**src/rtl/gbpre_pkg.sv**
```systemverilog
// ----------------------------------------------------------------------------
// gbpre_pkg
// shared constants and types for the glyph bitmap pixel run expander
// ----------------------------------------------------------------------------
package gbpre_pkg;

  localparam int unsigned CELL_WIDTH_P  = 12;
  localparam int unsigned CELL_HEIGHT_P = 19;

  localparam logic [6:0] CELL_WIDTH  = 7'(CELL_WIDTH_P);
  localparam logic [6:0] CELL_HEIGHT = 7'(CELL_HEIGHT_P);

  localparam logic [6:0] MAX_WIDTH = 7'd64;

  localparam int unsigned ADDR_W = 5;
  localparam int unsigned DATA_W = 32;

  localparam logic [7:0] MASK_ALL   = 8'hff;
  localparam logic [7:0] MASK_LOW7  = 8'h7f;
  localparam logic [7:0] MASK_LOW6  = 8'h3f;
  localparam logic [7:0] MASK_LOW5  = 8'h1f;
  localparam logic [7:0] MASK_LOW4  = 8'h0f;
  localparam logic [7:0] MASK_PIXEL = 8'h01;

  typedef enum logic [2:0] {
    REG_FG_RED   = 3'd0,
    REG_FG_GREEN = 3'd1,
    REG_FG_BLUE  = 3'd2,
    REG_BG_RED   = 3'd3,
    REG_BG_GREEN = 3'd4,
    REG_BG_BLUE  = 3'd5
  } reg_idx_t;

endpackage

```
**src/rtl/gbpre_bitmap_if.sv**
```systemverilog
// ----------------------------------------------------------------------------
// gbpre_bitmap_if
// request channel carrying one glyph bitmap byte with its row width
// ----------------------------------------------------------------------------
interface gbpre_bitmap_if;
  logic       valid;
  logic       ready;
  logic [7:0] row_bits;
  logic [6:0] row_width;
  logic       first_of_glyph;

  modport source (output valid, output row_bits, output row_width,
                  output first_of_glyph, input ready);
  modport sink   (input valid, input row_bits, input row_width,
                  input first_of_glyph, output ready);
endinterface

```
**src/rtl/gbpre_run_if.sv**
```systemverilog
// ----------------------------------------------------------------------------
// gbpre_run_if
// request channel carrying one pixel write run
// ----------------------------------------------------------------------------
interface gbpre_run_if;
  logic       valid;
  logic       ready;
  logic [7:0] pixel_red;
  logic [7:0] pixel_green;
  logic [7:0] pixel_blue;
  logic [6:0] run_length;
  logic       is_foreground;
  logic       is_padding;
  logic       row_done;
  logic       glyph_done;
  logic       last_of_item;

  modport source (output valid, output pixel_red, output pixel_green,
                  output pixel_blue, output run_length, output is_foreground,
                  output is_padding, output row_done, output glyph_done,
                  output last_of_item, input ready);
  modport sink   (input valid, input pixel_red, input pixel_green,
                  input pixel_blue, input run_length, input is_foreground,
                  input is_padding, input row_done, input glyph_done,
                  input last_of_item, output ready);
endinterface

```
**src/rtl/glyph_bitmap_pixel_run_expander.sv**
```systemverilog
// ----------------------------------------------------------------------------
// glyph_bitmap_pixel_run_expander
// expands glyph bitmap bytes into foreground and background pixel runs
// ----------------------------------------------------------------------------
// Each accepted bitmap byte is registered and then turned into its runs by
// a single run unit (subtracts, adds and compares against the glyph width
// and the cell width) that produces one run per cycle into the output
// register while the run channel does not stall. A byte yields 1 to 9 runs,
// and bitmap.ready is high only between bytes. A run channel stall holds the
// sequencer until the output register frees up. Colors come from the APB
// registers at the time each run is produced; write them only while no byte
// is in flight.
// ----------------------------------------------------------------------------
module glyph_bitmap_pixel_run_expander
  import gbpre_pkg::*;
(
  input  logic                clk,
  input  logic                rst,
  input  logic                psel,
  input  logic                penable,
  input  logic                pwrite,
  input  logic [ADDR_W-1:0]   paddr,
  input  logic [DATA_W-1:0]   pwdata,
  output logic [DATA_W-1:0]   prdata,
  output logic                pready,
  gbpre_bitmap_if.sink        bitmap,
  gbpre_run_if.source         runs
);

  typedef enum logic [1:0] {
    S_IDLE,
    S_RUN,
    S_SINGLE,
    S_PAD
  } state_t;

  state_t     state;
  state_t     state_next;

  logic [7:0] fg_red, fg_green, fg_blue;
  logic [7:0] bg_red, bg_green, bg_blue;

  logic [6:0] col;
  logic [5:0] row;
  logic [6:0] width;
  logic [7:0] sh;
  logic [3:0] pos;
  logic [3:0] run_k;
  logic       run_fore;

  logic       out_valid;
  logic [7:0] out_red, out_green, out_blue;
  logic [6:0] out_len;
  logic       out_fore, out_pad, out_row_done, out_glyph_done, out_last;

  // accept side
  logic       accept;
  logic [6:0] w_in;
  logic [6:0] col_start;
  logic [3:0] k_in;
  logic       fore_in;
  logic [7:0] b_in;

  // run unit
  logic       advance;
  logic [6:0] remain;
  logic [6:0] step_len;
  logic       step_fore;
  logic [6:0] col_sum;
  logic [3:0] pos_sum;
  logic       more_single;
  logic       need_pad;
  logic       step_row_done;
  logic       step_last;
  logic       step_glyph_done;

  logic       cfg_write;
  reg_idx_t   cfg_idx;

  // configuration port
  assign pready    = 1'b1;
  assign cfg_write = psel && penable && pwrite && pready;
  assign cfg_idx   = reg_idx_t'(paddr[4:2]);

  always_comb begin
    case (cfg_idx)
      REG_FG_RED:   prdata = {24'd0, fg_red};
      REG_FG_GREEN: prdata = {24'd0, fg_green};
      REG_FG_BLUE:  prdata = {24'd0, fg_blue};
      REG_BG_RED:   prdata = {24'd0, bg_red};
      REG_BG_GREEN: prdata = {24'd0, bg_green};
      REG_BG_BLUE:  prdata = {24'd0, bg_blue};
      default:      prdata = '0;
    endcase
  end

  // byte classification
  assign bitmap.ready = (state == S_IDLE);
  assign accept       = bitmap.valid && bitmap.ready;
  assign b_in         = bitmap.row_bits;

  always_comb begin
    if (bitmap.row_width == 7'd0) begin
      w_in = 7'd1;
    end else if (bitmap.row_width > MAX_WIDTH) begin
      w_in = MAX_WIDTH;
    end else begin
      w_in = bitmap.row_width;
    end
    if (bitmap.first_of_glyph || (col >= w_in)) begin
      col_start = 7'd0;
    end else begin
      col_start = col;
    end
  end

  always_comb begin
    k_in    = 4'd0;
    fore_in = 1'b0;
    if ((b_in == 8'h00) || (b_in == MASK_ALL)) begin
      k_in    = 4'd8;
      fore_in = b_in[0];
    end else if ((b_in & MASK_LOW7) == 8'h00) begin
      k_in = 4'd7;
    end else if ((b_in & MASK_LOW7) == MASK_LOW7) begin
      k_in    = 4'd7;
      fore_in = 1'b1;
    end else if ((b_in & MASK_LOW6) == 8'h00) begin
      k_in = 4'd6;
    end else if ((b_in & MASK_LOW6) == MASK_LOW6) begin
      k_in    = 4'd6;
      fore_in = 1'b1;
    end else if ((b_in & MASK_LOW5) == 8'h00) begin
      k_in = 4'd5;
    end else if ((b_in & MASK_LOW5) == MASK_LOW5) begin
      k_in    = 4'd5;
      fore_in = 1'b1;
    end else if ((b_in & MASK_LOW4) == 8'h00) begin
      k_in = 4'd4;
    end else if ((b_in & MASK_LOW4) == MASK_LOW4) begin
      k_in    = 4'd4;
      fore_in = 1'b1;
    end
  end

  // shared run unit
  assign advance = (state != S_IDLE) && (!out_valid || runs.ready);
  assign remain  = width - col;

  always_comb begin
    case (state)
      S_RUN: begin
        step_len  = (remain < {3'd0, run_k}) ? remain : {3'd0, run_k};
        step_fore = run_fore;
      end
      S_SINGLE: begin
        step_len  = 7'd1;
        step_fore = (sh & MASK_PIXEL) != 8'h00;
      end
      S_PAD: begin
        step_len  = CELL_WIDTH - col;
        step_fore = 1'b0;
      end
      default: begin
        step_len  = 7'd0;
        step_fore = 1'b0;
      end
    endcase
    col_sum = col + step_len;
    pos_sum = pos + step_len[3:0];
    if (state == S_PAD) begin
      more_single   = 1'b0;
      need_pad      = 1'b0;
      step_row_done = 1'b1;
    end else begin
      more_single   = (pos_sum < 4'd8) && (col_sum < width);
      need_pad      = !more_single && (col_sum >= width) && (col_sum < CELL_WIDTH);
      step_row_done = (col_sum >= width) && !need_pad;
    end
    step_last       = !more_single && !need_pad;
    step_glyph_done = step_row_done && (({1'b0, row} + 7'd1) >= CELL_HEIGHT);
    if (more_single) begin
      state_next = S_SINGLE;
    end else if (need_pad) begin
      state_next = S_PAD;
    end else begin
      state_next = S_IDLE;
    end
  end

  always_ff @(posedge clk) begin
    if (rst) begin
      state     <= S_IDLE;
      out_valid <= 1'b0;
      col       <= 7'd0;
      row       <= 6'd0;
      fg_red    <= 8'd255;
      fg_green  <= 8'd255;
      fg_blue   <= 8'd0;
      bg_red    <= 8'd0;
      bg_green  <= 8'd0;
      bg_blue   <= 8'd0;
    end else begin
      if (cfg_write) begin
        case (cfg_idx)
          REG_FG_RED:   fg_red   <= pwdata[7:0];
          REG_FG_GREEN: fg_green <= pwdata[7:0];
          REG_FG_BLUE:  fg_blue  <= pwdata[7:0];
          REG_BG_RED:   bg_red   <= pwdata[7:0];
          REG_BG_GREEN: bg_green <= pwdata[7:0];
          REG_BG_BLUE:  bg_blue  <= pwdata[7:0];
          default: ;
        endcase
      end

      if (advance) begin
        out_valid <= 1'b1;
      end else if (runs.valid && runs.ready) begin
        out_valid <= 1'b0;
      end

      if (accept) begin
        width    <= w_in;
        col      <= col_start;
        sh       <= b_in;
        pos      <= 4'd0;
        run_k    <= k_in;
        run_fore <= fore_in;
        if (bitmap.first_of_glyph) begin
          row <= 6'd0;
        end
        state <= (k_in != 4'd0) ? S_RUN : S_SINGLE;
      end else if (advance) begin
        out_red        <= step_fore ? fg_red   : bg_red;
        out_green      <= step_fore ? fg_green : bg_green;
        out_blue       <= step_fore ? fg_blue  : bg_blue;
        out_len        <= step_len;
        out_fore       <= step_fore;
        out_pad        <= (state == S_PAD);
        out_row_done   <= step_row_done;
        out_glyph_done <= step_glyph_done;
        out_last       <= step_last;
        sh             <= sh >> step_len[3:0];
        pos            <= pos_sum;
        if (step_row_done) begin
          col <= 7'd0;
          row <= step_glyph_done ? 6'd0 : row + 6'd1;
        end else begin
          col <= col_sum;
        end
        state <= state_next;
      end
    end
  end

  assign runs.valid         = out_valid;
  assign runs.pixel_red     = out_red;
  assign runs.pixel_green   = out_green;
  assign runs.pixel_blue    = out_blue;
  assign runs.run_length    = out_len;
  assign runs.is_foreground = out_fore;
  assign runs.is_padding    = out_pad;
  assign runs.row_done      = out_row_done;
  assign runs.glyph_done    = out_glyph_done;
  assign runs.last_of_item  = out_last;

  // checks
  a_row_in_cell: assert property (@(posedge clk) disable iff (rst)
    ({1'b0, row} < CELL_HEIGHT))
    else $error("row position left the cell");

  a_col_in_width: assert property (@(posedge clk) disable iff (rst)
    ((state == S_RUN) || (state == S_SINGLE)) |-> (col < width))
    else $error("column reached glyph width while pixel runs remain");

  a_row_done_last: assert property (@(posedge clk) disable iff (rst)
    (out_valid && out_row_done) |-> out_last)
    else $error("row end run is not the last run of its byte");

  a_pad_is_row_end: assert property (@(posedge clk) disable iff (rst)
    (out_valid && out_pad) |-> (out_row_done && !out_fore))
    else $error("padding run is not a background row end");

  a_glyph_done_row: assert property (@(posedge clk) disable iff (rst)
    (advance && step_glyph_done) |=> (row == 6'd0))
    else $error("row did not wrap after the last cell row");

endmodule
```
**src/flat_wrapper.sv**
```systemverilog
// flat-port wrapper written by rule: the top's interface ports become plain ports
module glyph_bitmap_pixel_run_expander_flat import gbpre_pkg::*;
  (clk, rst, psel, penable, pwrite, paddr, pwdata, prdata, pready, bitmap_valid, bitmap_row_bits, bitmap_row_width, bitmap_first_of_glyph, bitmap_ready, runs_valid, runs_pixel_red, runs_pixel_green, runs_pixel_blue, runs_run_length, runs_is_foreground, runs_is_padding, runs_row_done, runs_glyph_done, runs_last_of_item, runs_ready);
  gbpre_bitmap_if bitmap_i ();
  gbpre_run_if runs_i ();
  input  logic clk;
  input  logic rst;
  input  logic psel;
  input  logic penable;
  input  logic pwrite;
  input  logic [ADDR_W-1:0] paddr;
  input  logic [DATA_W-1:0] pwdata;
  output logic [DATA_W-1:0] prdata;
  output logic pready;
  input wire logic [$bits(bitmap_i.valid)-1:0] bitmap_valid;
  input wire logic [$bits(bitmap_i.row_bits)-1:0] bitmap_row_bits;
  input wire logic [$bits(bitmap_i.row_width)-1:0] bitmap_row_width;
  input wire logic [$bits(bitmap_i.first_of_glyph)-1:0] bitmap_first_of_glyph;
  output wire logic [$bits(bitmap_i.ready)-1:0] bitmap_ready;
  output wire logic [$bits(runs_i.valid)-1:0] runs_valid;
  output wire logic [$bits(runs_i.pixel_red)-1:0] runs_pixel_red;
  output wire logic [$bits(runs_i.pixel_green)-1:0] runs_pixel_green;
  output wire logic [$bits(runs_i.pixel_blue)-1:0] runs_pixel_blue;
  output wire logic [$bits(runs_i.run_length)-1:0] runs_run_length;
  output wire logic [$bits(runs_i.is_foreground)-1:0] runs_is_foreground;
  output wire logic [$bits(runs_i.is_padding)-1:0] runs_is_padding;
  output wire logic [$bits(runs_i.row_done)-1:0] runs_row_done;
  output wire logic [$bits(runs_i.glyph_done)-1:0] runs_glyph_done;
  output wire logic [$bits(runs_i.last_of_item)-1:0] runs_last_of_item;
  input wire logic [$bits(runs_i.ready)-1:0] runs_ready;
  assign bitmap_i.valid = bitmap_valid;
  assign bitmap_i.row_bits = bitmap_row_bits;
  assign bitmap_i.row_width = bitmap_row_width;
  assign bitmap_i.first_of_glyph = bitmap_first_of_glyph;
  assign bitmap_ready = bitmap_i.ready;
  assign runs_valid = runs_i.valid;
  assign runs_pixel_red = runs_i.pixel_red;
  assign runs_pixel_green = runs_i.pixel_green;
  assign runs_pixel_blue = runs_i.pixel_blue;
  assign runs_run_length = runs_i.run_length;
  assign runs_is_foreground = runs_i.is_foreground;
  assign runs_is_padding = runs_i.is_padding;
  assign runs_row_done = runs_i.row_done;
  assign runs_glyph_done = runs_i.glyph_done;
  assign runs_last_of_item = runs_i.last_of_item;
  assign runs_i.ready = runs_ready;
  glyph_bitmap_pixel_run_expander u_core (.clk(clk), .rst(rst), .psel(psel), .penable(penable), .pwrite(pwrite), .paddr(paddr), .pwdata(pwdata), .prdata(prdata), .pready(pready), .bitmap(bitmap_i), .runs(runs_i));
endmodule
```
**config.mk**
```make
export PLATFORM = sky130hd
export DESIGN_NAME = glyph_bitmap_pixel_run_expander_flat
export DESIGN_NICKNAME = d
export VERILOG_FILES = /design/src/rtl/gbpre_pkg.sv /design/src/rtl/gbpre_bitmap_if.sv /design/src/rtl/gbpre_run_if.sv /design/src/rtl/glyph_bitmap_pixel_run_expander.sv /design/src/flat_wrapper.sv
export SDC_FILE = /design/constraint.sdc
export NUM_CORES = 1
export LEC_CHECK = 0
export ABC_CLOCK_PERIOD_IN_PS = 7550
export BUFFER_PORTS_ARGS = -buffer_cell sky130_fd_sc_hd__buf_2
export CORE_MARGIN = 3
export CORE_UTILIZATION = 56
export DETAILED_ROUTE_END_ITERATION = 12
export PLACE_DENSITY = 0.77
export SKIP_CTS_REPAIR_TIMING = 1
export SLEW_MARGIN = 25
export SYNTH_ARGS = -nofsm -noshare
export SYNTH_HDL_FRONTEND = slang
export SYNTH_SLANG_ARGS = --single-unit
```
**constraint.sdc**
```tcl
create_clock -name clk -period 7.55 [get_ports clk]
set_input_delay 1.1325 -clock clk [delete_from_list [all_inputs] [get_ports clk]]
set_output_delay 1.1325 -clock clk [all_outputs]
set_load 0.01 [all_outputs]
```
==> results of run 1 <==
==> layout by cell type (no fill, tap or decap), types with 11 or more instances in the layout <==
cell,instances
nand2_1,102
buf_2,78
nor2_1,68
dfxtp_1,64
edfxtp_1,60
inv_1,49
mux2i_1,44
ha_1,38
nor2b_1,25
conb_1,25
a21oi_1,21
a211o_1,18
clkbuf_16,18
o21ai_0,15
nand3_1,14
a21o_1,13
o22ai_1,12
buf_4,11
==> area by class of cell <==
type | count | area (um^2)
Clock inverter | 12 | 82.6
Timing Repair Buffer | 90 | 500
Multi-Input combinational cell | 539 | 3650
Tap cell | 168 | 210
Fill cell | 984 | 4020
Sequential cell | 124 | 3080
Inverter | 51 | 191
Clock buffer | 20 | 468
==> per-layer routing <==
metal / part of all wire / vias to the layer above / global-route usage
li1: - / 2754 / -
met1: 0.45 / 2753 / 0.327
met2: 0.47 / 215 / 0.379
met3: 0.063 / 21 / 0.0632
met4: 0.014 / 0 / 0.0760
met5: 0 / - / 0
==> worst max path at each step <==
stage                               end  slack [ns]
after floorplan           u_core.row[1]        1.07
after global placement    u_core.col[2]        0.66
after detailed placement  u_core.col[5]        0.45
after CTS                 u_core.row[2]        0.41
after global routing      u_core.col[4]        0.07
final                     u_core.row[2]        0.53
==> through the flow <==
step / cell area, um^2 / std cells / total power [mW] / worst slack [ns] / hold WS, ns
floorplan: 7210 / 766 / 0.954 / 1.07 / 0.422
global placement: 7570 / 968 / 1.02 / 0.664 / 0.428
detailed placement: 7610 / 969 / 1.03 / 0.454 / 0.443
CTS: 8160 / 1001 / 1.78 / 0.408 / 0.453
global route: 8190 / 1004 / 1.85 / 0.0671 / 0.484
finish: 8190 / 1004 / 1.78 / 0.529 / 0.456
==> critical path: cells and delay by family (launching register included) <==
family / cells / cell delay [ns]
AO/OA/AOI/OAI: 13 / 3.07
adder cells (fa/ha/maj): 4 / 1.27
AND/OR/NAND/NOR: 5 / 0.85
multiplexers: 2 / 0.52
buffers and inverters: 3 / 0.51
flip-flops: 1 / 0.43
XOR/XNOR: 1 / 0.25
==> logic make-up (layout without fill, tap and decap cells) <==
group / count (synthesis) / in the layout
adders and majority gates: 43 / 43
muxes: 58 / 58
xor gates and xnor gates: 12 / 12
other: 2 / 25
DFF: 124 / 124
and+or+nand+nor: 252 / 252
AOI/OAI and AO/OA: 149 / 149
buffers and inverters: 103 / 173
==> power by group through the flow <==
stage	Combinational, mW	Clock (mW)	Sequential (mW)
floorplan	0.166	0	0.788
global placement	0.237	0	0.782
detailed placement	0.249	0	0.782
CTS	0.252	0.760	0.769
global route	0.281	0.792	0.773
finish	0.255	0.753	0.769
==> state kept, by name, summed over array words and instances, names as in the netlist, 2 cells and up <==
signal and cells:
u_core.bg_blue 8, u_core.bg_green 8, u_core.bg_red 8, u_core.col 7, u_core.fg_blue 8, u_core.fg_green 8
u_core.fg_red 8, u_core.pos 4, u_core.row 6, u_core.run_k 4, u_core.runs.pixel_blue 8, u_core.runs.pixel_green 8
u_core.runs.pixel_red 8, u_core.runs.run_length 7, u_core.sh 8, u_core.state 2, u_core.width 7
==> cells in the mapped netlist (12+ instances only) <==
cell type / number
edfxtp_1: 60
clkbuf_1: 22
dfxtp_1: 64
inv_1: 49
nor2b_1: 25
a21oi_1: 21
buf_4: 25
a211o_1: 18
nand3_1: 14
nand2_1: 102
o22ai_1: 12
a21o_1: 13
o21ai_0: 17
mux2i_1: 44
ha_1: 38
nor2_1: 73
==> summary.md, run 1 <==
* 5743 — DR vias
* 0.583 — initial cell density of the core
* 0 — antenna violations before repair
* 69 — number of distinct standard cells referenced by the synthesized netlist
* 1.30 mW — Internal Power
* 7120 um^2 — Post-Syn Area
* 0.154 mV — Worst IR Drop VDD
* 0.930 — final period utilization
* u_core.col[1] — Worst R2R Start
* 119 um — Die X-Extent
* a2111oi_4 — Critical-path top delay cell
* 12200 um^2 — standard cell core area
* 0 — Post-synth ARST share
* edfxtp_1 — post-synthesis cell type with the largest combined area
* 0 — Fin. Hold Viols
* 0 — Remaining Overflow, GRT
* 124 — post-synthesis register bit count
* 217 nW/um^2 — Power Dens Cells
* 9.59 um^2 — syn_area_per_cell
* 0.424 — part of the total power dissipated in the clock network
* 0 ns — summed negative setup slack over all endpoints
* 0.0148 — xor-xnor portion of the synthesized cell area
* 16.9 um — wire per inst
* 27300 um — global-route wire length before repair
* 142 MHz — maximum clock frequency
* 7.31 ns — arrival time at the worst endpoint
* edfxtp_1, dfxtp_1, ha_1 — top post-synthesis cells by area
* 0 — Yosys warnings
* 0.158 — share of synthesized cell area in and, or, nand and nor gates
* 3.50 nW — leakage power of the design
* 0.156 — fraction of the mapped netlist area in compound gates
* 0.53 ns — register-to-register path setup slack
* flop to flop — hold crit path type
* 0 — MaxCap Viol Count
* 79 — count of input and output buffers
* 0.938 — RD Place Congestion
* 119 um — Die Y
* 124 — # clock sinks
* 0.0894 — proportion of synthesized area in mux cells
* 0.42 ns — worst-skew pair later-pin latency
* ha_1 — most repeated library cell on the critical path
* 0.144 — Gate power share
* 0.271 — switching part of the total power
* u_core.row[5] — launch instance of the worst min-delay path
* 0.433 — sequential share of power
* 14.9% — layout overhead on the synthesized area
* 0 — detailed-route DRC error count
* 0.241 — overall routing resource usage
* 5 — Pre-antenna DRT Iters
* 0.433 — post-synthesis sequential area ratio
* 0.253 — post-synth top area share
* 2 — number of cells traversed by the worst hold path
* 5.72 — via density per instance
* complete, no violations — run status
* 14100 um^2 — die footprint
* 0.06 ns — Clock transition at path regs
* 7.83 ns — data required time at the worst endpoint
* 0 — antenna-violating nets left
* 422 — violation count after the first detailed-routing iteration
* 0.178 — fraction of layout instances using a drive strength above 1
* 131 — number of top-level pins
* 8 — largest driver fanout on the critical path
* 60 — number of flops mapped to enable cells by yosys
* 2 — CTS max path bufs
* 1.03 ns — Worst Tran Pin Value
* u_core.col[1] — startpoint of the most critical setup path
* 58 — largest net degree at the start of global routing
* simple AND/OR/NAND/NOR gates — dominant combinational cell family by area after synthesis
* 4 — H-Tree Depth
* false — RSZ-0062 raised after global routing
* 17 — number of buffers inserted during clock tree synthesis
* u_core.row[5] — endpoint of the worst hold path
* flop — CP startpoint kind
* 0.46 ns — crit-path max cell delay
* dfxtp_1 — flip-flop cell with the highest count after synthesis
* 5403 — via count of the first global-routing pass
* 0.311 — worst rel slew slack
* 0 — setup violation total in the final timing report
* 0.671 — utilization of the core after routing
* 0 — Antenna diodes
* 0.482 mW — P_sw
* flop to flop — Crit Path Class
* u_core.row[2] — endpoint of the worst register-to-register path
* done — CTS tree
* 743 — instance count of the mapped netlist
* 7.02 ns — Min Clock Period, post-route
* 28 — R2R depth
* 11900 um — estimated wirelength of the detail-placed design
* 0 — Max Transition Viols Final
* 0.00957 ns — setup skew after layout
* 40 — # rows
* flop — sort of element at the end of the critical path
* 924 — number of nets in the layout
* 17000 um — total detailed-routing wirelength
* clkbuf_16 — CTS Root Buffer Type
* 0.0780 — synthesized-area fraction occupied by adder cells
Note: power is estimated with default switching activity, not from simulation.
==> run 2: changes to the inputs <==
- ABC_CLOCK_PERIOD_IN_PS: 7550 -> 7040
- clock period: 7.55 -> 7.04 ns (I/O delays scaled with it)
==> run 2 against run 1 <==
  * Fmax rose by 6.0%
  * Sequential share of layout area fell by 0.32 points
  * Clock-buffer cell count rose by 2
  * Cell count rose by 0.30%
  * Sequential power rose by 7.3%
  * Critical path depth did not move
  * Worst setup slack got worse by 0.11 ns
  * Power rose by 11%
  * Cell area rose by 0.86%
  * Global-route usage rose by 0.32 points
==> summary.md, run 2 (same netlist as run 1, synthesis figures left out) <==
* complete, no violations — run status
* 0 — detailed-route DRC error count
* 1.09 ns — Worst Tran Pin Value
* 12000 um — estimated wirelength of the detail-placed design
* 28 — R2R depth
* 0.506 mW — P_sw
* 40 — # rows
* 5631 — via count of the first global-routing pass
* edfxtp_1 — Critical-path top delay cell
* 0 — setup violation total in the final timing report
* 0.42 ns — worst-skew pair later-pin latency
* 0.268 — worst rel slew slack
* 0.443 — part of the total power dissipated in the clock network
* 16.9 um — wire per inst
* 0 — Antenna diodes
* nand2_1, buf_2, nor2_1, dfxtp_1, edfxtp_1 — most frequent cells in the layout
* 17 — number of buffers inserted during clock tree synthesis
* 0 — Remaining Overflow, GRT
* clkbuf_16 — CTS Root Buffer Type
* flop — sort of element at the end of the critical path
* nand2_1 — most frequent standard cell in the layout excluding fill and tap cells
* u_core.row[1] — endpoint of the worst register-to-register path
* 1003 — fill cell count
* 151 MHz — maximum clock frequency
* 119 um — Die X-Extent
* 0.940 — final period utilization
* 0.139 — Gate power share
* 14100 um^2 — die footprint
* 0.42 ns — register-to-register path setup slack
* 239 nW/um^2 — Power Dens Cells
* 27900 um — global-route wire length before repair
* 6.62 ns — Min Clock Period, post-route
* 17000 um — total detailed-routing wirelength
* 1.97 mW — Tot Pwr
* u_core.row[5] — endpoint of the worst hold path
* 0.06 ns — Clock transition at path regs
* 8260 um^2 — area of all placed cells without fillers
* 0.450 ns — hold slack
* flop to flop — Crit Path Class
* 0 — antenna violations before repair
* u_core.row[5] — launch instance of the worst min-delay path
* 1.47 mW — Internal Power
* 3.54 nW — leakage power of the design
* 927 — number of nets in the layout
* 0 — antenna-violating nets left
* flop — CP startpoint kind
* 2 — number of cells traversed by the worst hold path
* 0 — MaxCap Viol Count
* 0.176 — fraction of layout instances using a drive strength above 1
* 0 — Max Transition Viols Final
* 131 — number of top-level pins
* u_core.width[1] — Worst R2R Start
* 0 ns — summed negative setup slack over all endpoints
* done — CTS tree
* 5770 — DR vias
* 2 — CTS max path bufs
* 5 — largest driver fanout on the critical path
* 5 — Pre-antenna DRT Iters
* 0 — Fin. Hold Viols
* 0.891 — RD Place Congestion
* 7.37 ns — data required time at the worst endpoint
* 972 — total placed cells including tap cells
* 0.418 — sequential share of power
* 0.256 — switching part of the total power
* 0.244 — overall routing resource usage
* 7620 um^2 — instance area after placement
* 58 — largest net degree at the start of global routing
* flop to flop — hold crit path type
* 15.9% — layout overhead on the synthesized area
* 0.47 ns — crit-path max cell delay
* ha_1 — most repeated library cell on the critical path
* 79 — count of input and output buffers
* 119 um — Die Y
* 5.73 — via density per instance
* 0.0141 ns — setup skew after layout
* 124 — # clock sinks
* 0.583 — initial cell density of the core
* 0.178 mV — Worst IR Drop VDD
* 12200 um^2 — standard cell core area
* 1007 — final cell count without fillers
* 386 — violation count after the first detailed-routing iteration
* 4 — H-Tree Depth
* 6.95 ns — arrival time at the worst endpoint
-- run 2: per-stage QoR --
stage / util / worst slack, ns
2_1_floorplan: - / 0.564
3_3_place_gp: 0.622 / 0.379
3_5_place_dp: 0.624 / 0.186
4_1_cts: 0.673 / 0.139
5_1_grt: 0.676 / -0.0104
6_report: 0.676 / 0.419
-- run 2: final cells by class --
| class | count | area, um^2 | area share |
|---|---|---|---|
| repair buffers | 93 | 515 | 0.0624 |
| clock inverters | 10 | 114 | 0.0138 |
| flip-flops and latches | 124 | 3080 | 0.373 |
| clock buffers | 22 | 487 | 0.0589 |
| inverters | 51 | 191 | 0.0232 |
| well taps | 168 | 210 | 0.0255 |
| multi-input cells | 539 | 3660 | 0.443 |
-- run 2: worst max path at each step --
| stage | cells after the start | from | slack, ns | end |
|---|---|---|---|---|
| after detailed placement | 27 | u_core.width[1] | 0.19 | u_core.row[2] |
| after floorplan | 27 | u_core.col[1] | 0.56 | u_core.row[1] |
| after global routing | 27 | u_core.width[1] | -0.01 | u_core.row[2] |
| final | 28 | u_core.width[1] | 0.42 | u_core.row[1] |
| after CTS | 27 | u_core.width[1] | 0.14 | u_core.row[1] |
| after global placement | 27 | u_core.width[1] | 0.38 | u_core.col[2] |
-- run 2: metal layers --
| layer | vias up | wire [um] | track usage |
|---|---|---|---|
| met3 | 22 | 1200 | 0.0541 |
| li1 | 2760 | - | - |
| met4 | 0 | 247 | 0.0760 |
| met5 | - | 0 | 0 |
| met2 | 234 | 8200 | 0.402 |
| met1 | 2754 | 7390 | 0.322 |
-- run 2: critical path: cells and delay by family, from the launching register on --
kind | cells | cell delay [ns]
buffers and inverters | 3 | 0.36
DFF | 1 | 0.47
AOI/OAI and AO/OA | 11 | 2.30
adders and majority gates | 5 | 1.48
xor gates and xnor gates | 1 | 0.28
and+or+nand+nor | 6 | 1.26
muxes | 2 | 0.39
-- run 2: power groups by stage --
stage	clock (mW)	combinational [mW]	sequential [mW]
final	0.875	0.274	0.825
after global routing	0.919	0.302	0.829
after CTS	0.885	0.270	0.825
after detailed placement	0	0.267	0.839
after global placement	0	0.254	0.838
after floorplan	0	0.178	0.846
==> run 3: changes to the inputs <==
- REMOVE_ABC_BUFFERS: unset -> 1
==> run 3 against run 2 <==
  * Cell area increased by 0.92%
  * First-iteration DRC count is 48% higher
  * Core utilization grew 0.62 points
  * Clock skew down 0.0067 ns
  * Worst hold slack better by 0.0025 ns
  * Non-clock buffer count up 3
  * Global-route usage is 0.90 points higher
  * Via count is 2.3% higher
  * Critical path depth shrank 1
  * Sequential share of layout area shrank 0.34 points
  * Combinational power grew 1%
  * Die area unchanged
==> summary.md, run 3 (same netlist as run 1, synthesis figures left out) <==
* 12200 um^2 — standard cell core area
* 0.00746 ns — setup skew after layout
* done — CTS tree
* 17 — number of buffers inserted during clock tree synthesis
* 119 um — Die X-Extent
* 0 — antenna-violating nets left
* 0.326 — worst rel slew slack
* 3680 um^2 — combined area of the multi-input logic cells
* flop to flop — Crit Path Class
* 17600 um — total detailed-routing wirelength
* flop — CP startpoint kind
* 27 — R2R depth
* 2 — CTS max path bufs
* 5903 — DR vias
* 0.962 — final period utilization
* 12200 um — estimated wirelength of the detail-placed design
* 1.01 ns — Worst Tran Pin Value
* 5839 — via count of the first global-routing pass
* 119 um — Die Y
* 0.453 ns — hold slack
* 0.583 — initial cell density of the core
* 40 — # rows
* 7.11 ns — arrival time at the worst endpoint
* nand2_1 — most frequent standard cell in the layout excluding fill and tap cells
* 131 — number of top-level pins
* 5.84 — via density per instance
* 0 — Antenna diodes
* u_core.row[5] — endpoint of the worst hold path
* 0.06 ns — Clock transition at path regs
* 970 — fill cell count
* 3080 um^2 — Register Area
* 14100 um^2 — die footprint
* 79 — count of input and output buffers
* flop — sort of element at the end of the critical path
* 0 — detailed-route DRC error count
* 0 — Fin. Hold Viols
* 0.683 — utilization of the core after routing
* 0 — Max Transition Viols Final
* 7 — Pre-antenna DRT Iters
* 241 nW/um^2 — Power Dens Cells
* 930 — number of nets in the layout
* nand2_1, buf_2, nor2_1, dfxtp_1, edfxtp_1 — most frequent cells in the layout
* 0.27 ns — register-to-register path setup slack
* 0.42 ns — worst-skew pair later-pin latency
* 3.57 nW — leakage power of the design
* 572 — violation count after the first detailed-routing iteration
* flop to flop — hold crit path type
* 6.77 ns — Min Clock Period, post-route
* 2 — number of cells traversed by the worst hold path
* 5 — largest driver fanout on the critical path
* 148 MHz — maximum clock frequency
* 0 — Remaining Overflow, GRT
* 7.38 ns — data required time at the worst endpoint
* 17.0% — layout overhead on the synthesized area
* 0 — setup violation total in the final timing report
* 0.200 mV — Worst IR Drop VDD
* 58 — largest net degree at the start of global routing
* 0.918 — RD Place Congestion
* 4 — H-Tree Depth
* u_core.row[5] — launch instance of the worst min-delay path
* 17.5 um — wire per inst
* 8340 um^2 — area of all placed cells without fillers
* u_core.width[1] — Worst R2R Start
* complete, no violations — run status
* 0.188 — fraction of layout instances using a drive strength above 1
* 0.253 — overall routing resource usage
* 7610 um^2 — instance area after placement
* clkbuf_16 — CTS Root Buffer Type
* 0 — MaxCap Viol Count
* 28600 um — global-route wire length before repair
* u_core.row[1] — endpoint of the worst register-to-register path
* 124 — # clock sinks
* 0.00984 ns — pre-CTS setup slack
* 0 — antenna violations before repair
* 2.01 mW — Tot Pwr
* 0.270 ns — worst-case setup margin in the final layout
run 3: worst max path at each step:
stage	start	to	slack [ns]	cells past startpoint
3_3_place_gp	u_core.width[1]	u_core.col[2]	0.28	27
2_1_floorplan	u_core.col[1]	u_core.row[1]	0.44	28
4_1_cts	u_core.width[1]	u_core.col[6]	-0.07	27
3_5_place_dp	u_core.width[1]	u_core.col[6]	0.01	27
6_report	u_core.width[1]	u_core.row[1]	0.27	27
5_1_grt	u_core.width[1]	u_core.row[1]	-0.01	27
run 3: report_power, final:
part	switching [mW]	total, mW	internal (mW)
sequential	0.0188	0.825	0.807
clock	0.316	0.910	0.594
combinational	0.175	0.278	0.102
run 3: critical path, cell delays in order, from the launching register on:
cell and delay (ns):
edfxtp_1 0.47, ha_1 0.32, nor2b_1 0.13, o21a_1 0.20
or3_1 0.33, and2_1 0.18, ha_1 0.28, o21a_1 0.12
a221o_1 0.39, a2111oi_4 0.41, buf_4 0.20, mux2i_1 0.20
a2bb2oi_1 0.24, inv_1 0.10, ha_1 0.36, nand2_1 0.13
o21ai_2 0.24, xor2_2 0.20, ha_1 0.28, a21o_1 0.21
a221oi_1 0.27, o211ai_1 0.22, o22ai_2 0.22, nand2_1 0.13
mux2i_4 0.21, o21ai_2 0.13, or4_1 0.41, o22ai_1 0.13
run 3: routing by layer:
metal / vias up / share of wire / global-route usage
met1: 2862 / 0.43 / 0.324
met2: 240 / 0.48 / 0.420
met4: 0 / 0.016 / 0.0862
met5: - / 0 / 0
li1: 2763 / - / -
met3: 38 / 0.068 / 0.0636
run 3: metrics by stage:
stage	TNS, ns	std cells
floorplan	0	714
global placement	0	972
detailed placement	0	972
CTS	-0.450	1004
global route	-0.0131	1010
finish	0	1010
run 3: cell type report:
| class | count | area share |
|---|---|---|
| clock buffer | 24 | 0.0630 |
| clock inverter | 8 | 0.0120 |
| inverter | 51 | 0.0230 |
| multi-input combinational | 539 | 0.442 |
| sequential | 124 | 0.370 |
| tap | 168 | 0.0252 |
| timing repair buffer | 96 | 0.0651 |
